--- config.mk ---
export PLATFORM = sky130hd
export DESIGN_NAME = bidi_script_run_intersect_top
export DESIGN_NICKNAME = d
export VERILOG_FILES = /design/src/hdl/bsri_pkg.sv /design/src/hdl/bsri_ctrl.sv /design/src/hdl/bsri_dp.sv /design/src/hdl/bidi_script_run_intersect_top.sv
export SDC_FILE = /design/constraint.sdc
export NUM_CORES = 2
export LEC_CHECK = 0
export BUFFER_PORTS_ARGS = -buffer_cell sky130_fd_sc_hd__buf_2
export CAP_MARGIN = 15
export CORE_AREA = 10 10 386 388
export CTS_CLUSTER_DIAMETER = 80
export DETAILED_ROUTE_END_ITERATION = 16
export DIE_AREA = 0 0 396 398
export GPL_TIMING_DRIVEN = 0
export PLACE_DENSITY = 0.84
export SYNTH_ARGS = -nofsm -noshare
export SYNTH_HDL_FRONTEND = slang
export SYNTH_HIERARCHICAL = 1
export SYNTH_SLANG_ARGS = --single-unit
export TNS_END_PERCENT = 50
--- constraint.sdc ---
create_clock -name clk -period 9.85 [get_ports clk]
set_input_delay 1.97 -clock clk [delete_from_list [all_inputs] [get_ports clk]]
set_output_delay 1.97 -clock clk [all_outputs]
set_load 0.05 [all_outputs]
--- src/hdl/bsri_pkg.sv ---
// Shared types and constants for the bidi script-run intersect block.
package bsri_pkg;

	localparam int unsigned MAX_RESULTS = 16;
	localparam int unsigned KW = $clog2(MAX_RESULTS + 1);

	typedef enum logic [1:0] {
		ACT_CLEAR = 2'd0,
		ACT_LOAD  = 2'd1,
		ACT_RUN   = 2'd2
	} action_t;

	typedef enum logic [1:0] {
		ST_IDLE,
		ST_SCAN,
		ST_FINISH
	} state_t;

	typedef struct packed {
		logic [1:0]  action;
		logic [31:0] run_offset;
		logic [31:0] run_length;
		logic [6:0]  run_level;
		logic [31:0] run_script;
	} in_item_t;

	typedef struct packed {
		logic [31:0] piece_offset;
		logic [31:0] piece_length;
		logic [31:0] piece_script;
		logic [6:0]  piece_level;
		logic        last_piece;
		logic        table_overflow;
	} out_piece_t;

	typedef struct packed {
		logic        tbl_wr;
		logic        set_ovf;
		logic        run_cap;
		logic        scan_init;
		logic        rd_en;
		logic        s2_en;
		logic        s2_take;
		logic        pend_load;
		logic        pend_out;
		logic        pass_out;
		logic        out_last;
	} ctrl_cmd_t;

	typedef struct packed {
		logic s2_nonempty;
		logic pend_full;
		logic out_free;
		logic any_hit;
	} dp_status_t;

endpackage

--- src/hdl/bsri_ctrl.sv ---
// Controller state machine: table bookkeeping, scan sequencing and piece hand-off.
module bsri_ctrl import bsri_pkg::*; #(
	parameter int unsigned MAX_SCRIPT_RUNS = 16,
	localparam int unsigned AW = (MAX_SCRIPT_RUNS > 1) ? $clog2(MAX_SCRIPT_RUNS) : 1,
	localparam int unsigned CW = $clog2(MAX_SCRIPT_RUNS + 1)
) (
	input  logic          clk,
	input  logic          arst_n,
	input  logic          in_valid,
	output logic          in_ready,
	input  logic [1:0]    action,
	input  logic          rtl,
	input  dp_status_t    sts,
	output ctrl_cmd_t     cmd,
	output logic [AW-1:0] wr_addr,
	output logic [AW-1:0] rd_addr
);

	state_t          state_q, state_d;
	logic [CW-1:0]   count_q, count_d;
	logic [CW-1:0]   n_q, n_d;
	logic [KW-1:0]   kcnt_q, kcnt_d;
	logic            vld_s1, vld_s1_d;
	logic            vld_s2, vld_s2_d;
	logic            rtl_q, rtl_d;
	logic            v0;
	logic            adv;
	logic [CW-1:0]   rev_idx;

	always_ff @(posedge clk or negedge arst_n) begin
		if (!arst_n) begin
			state_q <= ST_IDLE;
			count_q <= '0;
			n_q     <= '0;
			kcnt_q  <= '0;
			vld_s1  <= 1'b0;
			vld_s2  <= 1'b0;
			rtl_q   <= 1'b0;
		end else begin
			state_q <= state_d;
			count_q <= count_d;
			n_q     <= n_d;
			kcnt_q  <= kcnt_d;
			vld_s1  <= vld_s1_d;
			vld_s2  <= vld_s2_d;
			rtl_q   <= rtl_d;
		end
	end

	assign v0      = (n_q < count_q);
	assign rev_idx = count_q - CW'(1) - n_q;
	assign rd_addr = rtl_q ? rev_idx[AW-1:0] : n_q[AW-1:0];
	assign wr_addr = count_q[AW-1:0];
	assign adv     = !vld_s2 || !sts.s2_nonempty || !sts.pend_full || sts.out_free;

	always_comb begin
		state_d  = state_q;
		count_d  = count_q;
		n_d      = n_q;
		kcnt_d   = kcnt_q;
		vld_s1_d = vld_s1;
		vld_s2_d = vld_s2;
		rtl_d    = rtl_q;
		cmd      = '0;
		in_ready = 1'b0;
		case (state_q)
			ST_IDLE: begin
				in_ready = 1'b1;
				if (in_valid) begin
					case (action)
						ACT_CLEAR: begin
							count_d = '0;
						end
						ACT_LOAD: begin
							if (count_q < CW'(MAX_SCRIPT_RUNS)) begin
								cmd.tbl_wr = 1'b1;
								count_d    = count_q + CW'(1);
							end else begin
								cmd.set_ovf = 1'b1;
							end
						end
						ACT_RUN: begin
							cmd.run_cap   = 1'b1;
							cmd.scan_init = 1'b1;
							n_d      = '0;
							kcnt_d   = '0;
							vld_s1_d = 1'b0;
							vld_s2_d = 1'b0;
							rtl_d    = rtl;
							state_d  = ST_SCAN;
						end
						default: begin
						end
					endcase
				end
			end
			ST_SCAN: begin
				if (adv) begin
					cmd.rd_en = v0;
					cmd.s2_en = 1'b1;
					n_d       = v0 ? n_q + CW'(1) : n_q;
					vld_s1_d  = v0;
					vld_s2_d  = vld_s1;
					if (vld_s2) begin
						cmd.s2_take = 1'b1;
						if (sts.s2_nonempty) begin
							cmd.pend_out  = sts.pend_full;
							cmd.pend_load = 1'b1;
							kcnt_d        = kcnt_q + KW'(1);
							if (kcnt_q == KW'(MAX_RESULTS - 1)) begin
								vld_s1_d = 1'b0;
								vld_s2_d = 1'b0;
								state_d  = ST_FINISH;
							end
						end
					end
				end
				if (!v0 && !vld_s1 && !vld_s2) begin
					state_d = ST_FINISH;
				end
			end
			ST_FINISH: begin
				if (sts.pend_full) begin
					if (sts.out_free) begin
						cmd.pend_out = 1'b1;
						cmd.out_last = 1'b1;
						state_d      = ST_IDLE;
					end
				end else if (!sts.any_hit) begin
					if (sts.out_free) begin
						cmd.pass_out = 1'b1;
						state_d      = ST_IDLE;
					end
				end else begin
					state_d = ST_IDLE;
				end
			end
			default: begin
				state_d = ST_IDLE;
			end
		endcase
	end

	a_kcnt_cap: assert property (@(posedge clk) disable iff (!arst_n)
		kcnt_q <= KW'(MAX_RESULTS))
		else $error("piece count exceeds the result limit");

	a_count_cap: assert property (@(posedge clk) disable iff (!arst_n)
		count_q <= CW'(MAX_SCRIPT_RUNS))
		else $error("table count exceeds table depth");

	a_out_no_replace: assert property (@(posedge clk) disable iff (!arst_n)
		(cmd.pend_out && !cmd.pend_load) |-> (state_q == ST_FINISH))
		else $error("pending piece sent during scan without a newer piece");

	a_scan_empty_in_idle: assert property (@(posedge clk) disable iff (!arst_n)
		(state_q == ST_SCAN && $past(state_q) == ST_IDLE) |-> (!vld_s1 && !vld_s2))
		else $error("scan pipeline not empty at scan start");

endmodule

--- src/hdl/bsri_dp.sv ---
// Datapath: script table memory, clip pipeline, pending piece and output register.
module bsri_dp import bsri_pkg::*; #(
	parameter int unsigned MAX_SCRIPT_RUNS = 16,
	localparam int unsigned AW = (MAX_SCRIPT_RUNS > 1) ? $clog2(MAX_SCRIPT_RUNS) : 1
) (
	input  logic          clk,
	input  logic          arst_n,
	input  in_item_t      in_item,
	input  ctrl_cmd_t     cmd,
	input  logic [AW-1:0] wr_addr,
	input  logic [AW-1:0] rd_addr,
	output dp_status_t    sts,
	output logic          out_valid,
	input  logic          out_ready,
	output out_piece_t    out_piece
);

	typedef struct packed {
		logic [31:0] start;
		logic [32:0] stop;
		logic [31:0] tag;
	} tbl_entry_t;

	typedef struct packed {
		logic [31:0] off;
		logic [31:0] len;
		logic [31:0] tag;
		logic        ovl;
		logic        ne;
	} clip_t;

	tbl_entry_t  mem [MAX_SCRIPT_RUNS];
	tbl_entry_t  rd_s1;
	clip_t       clip_s2;
	clip_t       clip_d;
	logic [31:0] run_off_q;
	logic [31:0] run_len_q;
	logic [32:0] run_end_q;
	logic [6:0]  level_q;
	logic        ovf_q;
	logic [31:0] pend_off_q;
	logic [31:0] pend_len_q;
	logic [31:0] pend_tag_q;
	logic        pend_v_q;
	logic        any_q;
	out_piece_t  out_q;
	logic        out_v_q;
	logic        out_free;
	logic        out_load;
	logic [31:0] s_clip;
	logic [32:0] e_clip;
	logic [33:0] diff;

	always_ff @(posedge clk) begin
		if (cmd.tbl_wr) begin
			mem[wr_addr] <= '{start: in_item.run_offset,
				stop: {1'b0, in_item.run_offset} + {1'b0, in_item.run_length},
				tag: in_item.run_script};
		end
		if (cmd.rd_en) begin
			rd_s1 <= mem[rd_addr];
		end
	end

	always_comb begin
		s_clip = (rd_s1.start < run_off_q) ? run_off_q : rd_s1.start;
		e_clip = (rd_s1.stop > run_end_q) ? run_end_q : rd_s1.stop;
		diff   = {1'b0, e_clip} - {2'b00, s_clip};
		clip_d.off = s_clip;
		clip_d.len = diff[31:0];
		clip_d.tag = rd_s1.tag;
		clip_d.ovl = (rd_s1.stop > {1'b0, run_off_q}) && ({1'b0, rd_s1.start} < run_end_q);
		clip_d.ne  = !diff[33] && (diff != '0);
	end

	always_ff @(posedge clk) begin
		if (cmd.s2_en) begin
			clip_s2 <= clip_d;
		end
		if (cmd.run_cap) begin
			run_off_q <= in_item.run_offset;
			run_len_q <= in_item.run_length;
			run_end_q <= {1'b0, in_item.run_offset} + {1'b0, in_item.run_length};
			level_q   <= in_item.run_level;
		end
		if (cmd.pend_load) begin
			pend_off_q <= clip_s2.off;
			pend_len_q <= clip_s2.len;
			pend_tag_q <= clip_s2.tag;
		end
		if (cmd.pend_out) begin
			out_q <= '{piece_offset: pend_off_q, piece_length: pend_len_q,
				piece_script: pend_tag_q, piece_level: level_q,
				last_piece: cmd.out_last, table_overflow: ovf_q};
		end else if (cmd.pass_out) begin
			out_q <= '{piece_offset: run_off_q, piece_length: run_len_q,
				piece_script: 32'd0, piece_level: level_q,
				last_piece: 1'b1, table_overflow: ovf_q};
		end
	end

	assign out_load = cmd.pend_out || cmd.pass_out;
	assign out_free = !out_v_q || out_ready;

	always_ff @(posedge clk or negedge arst_n) begin
		if (!arst_n) begin
			ovf_q    <= 1'b0;
			pend_v_q <= 1'b0;
			any_q    <= 1'b0;
			out_v_q  <= 1'b0;
		end else begin
			if (cmd.set_ovf) begin
				ovf_q <= 1'b1;
			end
			if (cmd.scan_init) begin
				pend_v_q <= 1'b0;
				any_q    <= 1'b0;
			end else begin
				if (cmd.pend_load) begin
					pend_v_q <= 1'b1;
				end else if (cmd.pend_out) begin
					pend_v_q <= 1'b0;
				end
				if (cmd.s2_take && clip_s2.ovl) begin
					any_q <= 1'b1;
				end
			end
			if (out_load) begin
				out_v_q <= 1'b1;
			end else if (out_ready) begin
				out_v_q <= 1'b0;
			end
		end
	end

	assign sts.s2_nonempty = clip_s2.ne;
	assign sts.pend_full   = pend_v_q;
	assign sts.out_free    = out_free;
	assign sts.any_hit     = any_q;
	assign out_valid       = out_v_q;
	assign out_piece       = out_q;

	a_pend_out_has_piece: assert property (@(posedge clk) disable iff (!arst_n)
		cmd.pend_out |-> pend_v_q)
		else $error("pending piece sent while none is held");

	a_pass_only_no_hit: assert property (@(posedge clk) disable iff (!arst_n)
		cmd.pass_out |-> (!any_q && !pend_v_q))
		else $error("pass-through piece sent although a script run overlapped");

	a_no_out_overwrite: assert property (@(posedge clk) disable iff (!arst_n)
		out_load |-> (!out_v_q || out_ready))
		else $error("output register overwritten before transfer");

endmodule

--- src/hdl/bidi_script_run_intersect_top.sv ---
// Top level of the bidi script-run intersect block.
//
// The block holds a table of up to MAX_SCRIPT_RUNS script runs and cuts visual runs
// against it. Input items arrive on in_valid/in_ready with an in_item payload; the
// action field selects a table clear, a script run load or a visual run. Pieces
// leave on out_valid/out_ready with an out_piece payload, one transfer per piece.
// A clear or load gives no piece. A visual run holds the input while the block
// works on it: the table memory is read one entry per cycle, while the receiver
// keeps up, through a two-stage read and clip pipeline, then the last held piece
// (or the pass-through piece when nothing overlapped) is handed to the output
// register, and its transfer can start in the cycle in which the next input item
// is taken. At most 16 pieces leave per visual run, and the last one carries
// last_piece.
// A new item is taken only once the previous visual run has finished scanning;
// the output register lets the next item in while its final piece still waits.
// When the receiver stalls, one piece waits in the output register and one in the
// pending register, after which the scan pipeline holds in place.
// Reset empties the table, clears the sticky overflow flag and drops any piece
// in flight; table entries themselves are not cleared, as only entries below the
// stored count are ever read.
module bidi_script_run_intersect_top import bsri_pkg::*; #(
	parameter int unsigned MAX_SCRIPT_RUNS = 16
) (
	input  logic       clk,
	input  logic       arst_n,
	input  logic       in_valid,
	output logic       in_ready,
	input  in_item_t   in_item,
	output logic       out_valid,
	input  logic       out_ready,
	output out_piece_t out_piece
);

	localparam int unsigned AW = (MAX_SCRIPT_RUNS > 1) ? $clog2(MAX_SCRIPT_RUNS) : 1;

	// Command and status between the controller and the datapath.
	ctrl_cmd_t     cmd;
	dp_status_t    sts;
	logic [AW-1:0] wr_addr;
	logic [AW-1:0] rd_addr;

	// The controller owns the stored count, scan index and piece count.
	bsri_ctrl #(
		.MAX_SCRIPT_RUNS(MAX_SCRIPT_RUNS)
	) u_ctrl (
		.clk      (clk),
		.arst_n   (arst_n),
		.in_valid (in_valid),
		.in_ready (in_ready),
		.action   (in_item.action),
		.rtl      (in_item.run_level[0]),
		.sts      (sts),
		.cmd      (cmd),
		.wr_addr  (wr_addr),
		.rd_addr  (rd_addr)
	);

	// The datapath holds the table memory, clip logic and the output register.
	bsri_dp #(
		.MAX_SCRIPT_RUNS(MAX_SCRIPT_RUNS)
	) u_dp (
		.clk       (clk),
		.arst_n    (arst_n),
		.in_item   (in_item),
		.cmd       (cmd),
		.wr_addr   (wr_addr),
		.rd_addr   (rd_addr),
		.sts       (sts),
		.out_valid (out_valid),
		.out_ready (out_ready),
		.out_piece (out_piece)
	);

endmodule

==> metrics.csv <==
stage,metric,value,unit
status,outcome,"complete, no violations",
floorplan,Cell Rows,138,
cts,maximum clock path buffer count,3,
layout,"commonest non-fill, non-tap cell in the layout",edfxtp_1,
floorplan,I/O Pins,216,
cts,Post-CTS Setup Repair Bufs,0,
power,Leakage,32.01,nW
worst_setup_path,path depth of the worst reg2reg path,26,
global_routing,grt peak-use layer,met2,
cts,Clock transition at path regs,0.06,ns
timing,RSZ-0062 raised after global routing,false,
layout,Final Net Count,5092,
power,internal power,0.01978,W
routing,total number of vias,48920,
floorplan,initial core utilization,59.61,%
layout,"non-filler cells, final",6838,
worst_setup_path,reg2reg end,u_dp/sts[3],
timing,Final Max Tran Viols,0,
timing,worst slew pin tran,1.327,ns
cts,Num CTS Buffers,196,
routing,Antenna Nets Post-Route,0,
synthesis,post-synthesis cell area,84090,µm²
layout,"commonest cells after routing, fill and taps aside","edfxtp_1 (2052), mux4_2 (485), buf_2 (217)",
power,P per Cell Area,313.7,nW/µm²
routing,routed wire length,261.6,mm
synthesis,Synth cell types,89,
layout,Area Growth Syn to Fin,15.16,%
place,Port Buf Inserts,215,
power,VDD IR-drop max,0.2055,mV
worst_setup_path,worst path required time,10.39,ns
timing,final hold violation count,0,
timing,final setup fails,0,
layout,layout cells sized above 1,25.09,%
cts,CTS Root Buffer Type,clkbuf_16,
global_routing,first-pass GRT wire length,359.3,mm
synthesis,Synth Instances,4210,
cts,post-cts repair resize count,0,
routing,WL per Instance,38.26,µm
min_path,Hold Path Depth,0,
worst_setup_path,kind of critical path,flop to flop,
routing,Pre-antenna DRT Iters,8,
layout,Fillers,8155,
power,Sw Ratio,34.89,%
synthesis,ys flop type,edfxtp_1,
global_routing,gr usage total,32.15,%
worst_setup_path,slowest CP cell,nor2_1,
cts,CTS tree,yes,
floorplan,Die Ht,398,µm
power,Psw,0.01060,W
worst_setup_path,R2R setup slack,1.99,ns
cts,CTS H-tree lvls,4,
global_routing,routing usage on met2,52.21,%
timing,Hold WS,0.3943,ns
min_path,Worst Hold Endpoint,u_dp/pend_off_q[2],
cts,CTS hold repair buffers,0,
worst_setup_path,Most common cell on crit path,a21o_1,
layout,Storage cell area,62220,µm²
timing,worst rel slew slack,11.52,%
synthesis,"FF+latch count, synth",2076,
worst_setup_path,CP arrival,8.40,ns
synthesis,register area share after synthesis,73.99,%
global_routing,M1 GR Usage,40.06,%
power,Combinational Power Share,38.5,%
min_path,HP Start,u_dp/clip_s2[68],
synthesis,Syn Area/Cell,19.97,µm²
global_routing,grt total ovfl,0,
timing,skew final,0.05126,ns
synthesis,synth warn,6,
worst_setup_path,Bufs and invs on worst path,3,
cts,later-pin clock latency in the skew report,0.86,ns
timing,Final min period,7.856,ns
power,sequential power share,36.1,%
cts,clk sink count,2076,
synthesis,Syn Nets,4527,
flow_run,max_cap viols,0,
routing,DR vias/cell,7.154,
place,DP Wirelength,156.2,mm
worst_setup_path,CP startpoint kind,flop,
routing,Initial DRC Count,8065,
worst_setup_path,Worst path max stage delay,0.58,ns
global_routing,initial antenna violation count,26,
worst_setup_path,FF-to-FF Start,u_dp/rd_s1[90],
place,Final GP Congestion,0.9003,
power,clock share of power,25.4,%
global_routing,vias in the first global route,48060,
synthesis,Post-synth EDFFs,2052,
worst_setup_path,Worst setup EP type,flop,
timing,Fmax achieved,127.3,MHz
global_routing,largest net degree at the start of global routing,67,
worst_setup_path,largest delay contributor family on the critical path,simple AND/OR/NAND/NOR gates,
worst_setup_path,critical path peak fanout,10,
floorplan,die area,157600,µm²
floorplan,Core Footprint,141100,µm²
place,dpl cells,6431,
timing,Final period util,79.75,%
min_path,hold crit path type,flop to flop,
layout,Final Util,68.64,%
global_routing,met3 Use GR,7.419,%
floorplan,Chip Width,396,µm
synthesis,Synth async-reset ratio,1.156,%
routing,post-route DRC violation count,0,
layout,multi-input logic area,20970,µm²
-- state kept, by name (all words and copies together) (netlist names), 33 cells and up --
register        cells
u_dp/run_end_q     33
u_dp/mem         1552
u_dp/clip_s2       97
u_dp/rd_s1         65
u_dp/out_piece    105
-- kinds of logic (layout without fill, tap and decap cells) --
group / Yosys count / in the layout / synth area share (%)
muxes: 524 / 524 / 13.51
xor gates and xnor gates: 51 / 51 / 0.5312
and+or+nand+nor: 591 / 591 / 3.705
buffers and inverters: 292 / 1017 / 1.350
adders and majority gates: 208 / 208 / 3.122
AOI/OAI and AO/OA: 468 / 468 / 3.793
other: 0 / 13 / 0
DFF: 2076 / 2076 / 73.99
-- metrics by stage --
stage          worst slack, ns  instance area (µm²)  power [W]  setup TNS, ns
4_1_cts                  2.122                96200    0.02970              0
2_1_floorplan          -0.1069                84100    0.01817         -20.48
6_report                 1.994                96830    0.03038              0
3_3_place_gp            -8.774                87540    0.02119       -5459.26
5_1_grt                  1.749                96820    0.03102              0
3_5_place_dp             2.156                89810    0.02175              0
-- cell type report --
class | instances | share of cell area (%)
plain buffers | 185 | 0.7598
clock inverters | 123 | 1.310
repair buffers | 367 | 3.830
inverters | 107 | 0.4199
well taps | 1890 | 2.442
multi-input cells | 1842 | 21.66
clock buffers | 235 | 5.292
diodes | 13 | 0.03359
flip-flops and latches | 2076 | 64.25
-- worst reg2reg max path, cell delays in order, from the launching register on --
cell and delay [ns]:
edfxtp_1 0.54, ha_1 0.38, a21o_1 0.19, a21o_1 0.17, a21o_1 0.17, a21o_1 0.17
a21o_1 0.18, a21o_1 0.17, a21o_1 0.25, clkbuf_1 0.33, nor2_1 0.58, clkbuf_1 0.45
o211ai_1 0.16, nand3_1 0.30, ha_1 0.25, inv_1 0.07, fa_1 0.45, a211oi_2 0.35
nor2_1 0.11, xor2_1 0.17, or4b_1 0.56, or4_1 0.55, nor4_2 0.19, and4bb_1 0.32
nand4_1 0.17, o21ai_1 0.20, nand3_1 0.14
-- Yosys cell counts (5+ instances only) --
| cell | count | area [µm²] |
|---|---|---|
| and4_1 | 10 | 87.58 |
| ha_1 | 205 | 2565 |
| nand2b_1 | 26 | 162.7 |
| nand2_1 | 155 | 581.8 |
| xor2_1 | 19 | 166.4 |
| o21ai_0 | 99 | 495.5 |
| clkbuf_1 | 139 | 521.8 |
| nor2b_1 | 15 | 93.84 |
| or3_1 | 7 | 43.79 |
| dfrtp_1 | 24 | 600.6 |
| nand3b_1 | 7 | 52.55 |
| inv_1 | 107 | 401.6 |
| buf_1 | 35 | 131.4 |
| and2_1 | 43 | 269.0 |
| a21o_1 | 88 | 660.6 |
| nor2_1 | 75 | 281.5 |
| nand3_1 | 87 | 435.4 |
| o21ai_1 | 18 | 90.09 |
| o31ai_1 | 10 | 75.07 |
| xnor2_1 | 32 | 280.3 |
| mux2_2 | 36 | 405.4 |
| nand4_1 | 66 | 412.9 |
| o211ai_1 | 38 | 285.3 |
| a221oi_1 | 8 | 70.07 |
| or2_2 | 8 | 50.05 |
| nor3_1 | 19 | 95.09 |
| a311oi_1 | 7 | 61.31 |
| mux4_2 | 485 | 10920 |
| a211oi_1 | 7 | 52.55 |
| and3_1 | 47 | 294.0 |
| a31oi_1 | 10 | 62.56 |
| a21oi_1 | 82 | 410.4 |
| buf_4 | 10 | 75.07 |
| o2111ai_1 | 5 | 43.79 |
| edfxtp_1 | 2052 | 61620 |
| o21a_1 | 12 | 90.09 |
| o311a_1 | 32 | 320.3 |
-- worst max-delay path by stage --
stage                             to  depth (start not counted)            from  slack (ns)
floorplan            u_dp/mem[12][0]                          5    in_item[104]       -0.11
global placement    u_dp/mem[12][29]                          6    in_item[104]       -8.77
detailed placement       u_dp/sts[3]                         26  u_dp/rd_s1[90]        2.16
CTS                      u_dp/sts[3]                         26  u_dp/rd_s1[90]        2.12
global route             u_dp/sts[3]                         26  u_dp/rd_s1[90]        1.75
finish                   u_dp/sts[3]                         26  u_dp/rd_s1[90]        1.99
-- routing by layer --
layer / wire length [µm] / vias to the layer above
li1: - / 18600
met4: 18130 / 20
met3: 32920 / 1011
met1: 83590 / 24610
met2: 126800 / 4670
met5: 139 / -
-- power groups by stage --
| stage | sequential, W | combinational, W | clock (W) |
|---|---|---|---|
| after global placement | 0.0112 | 0.0100 | 0 |
| after floorplan | 0.0115 | 0.00664 | 0 |
| final | 0.0110 | 0.0117 | 0.00771 |
| after detailed placement | 0.0111 | 0.0106 | 0 |
| after CTS | 0.0110 | 0.0110 | 0.00773 |
| after global routing | 0.0110 | 0.0120 | 0.00803 |
(Power assumes the default switching activity.)
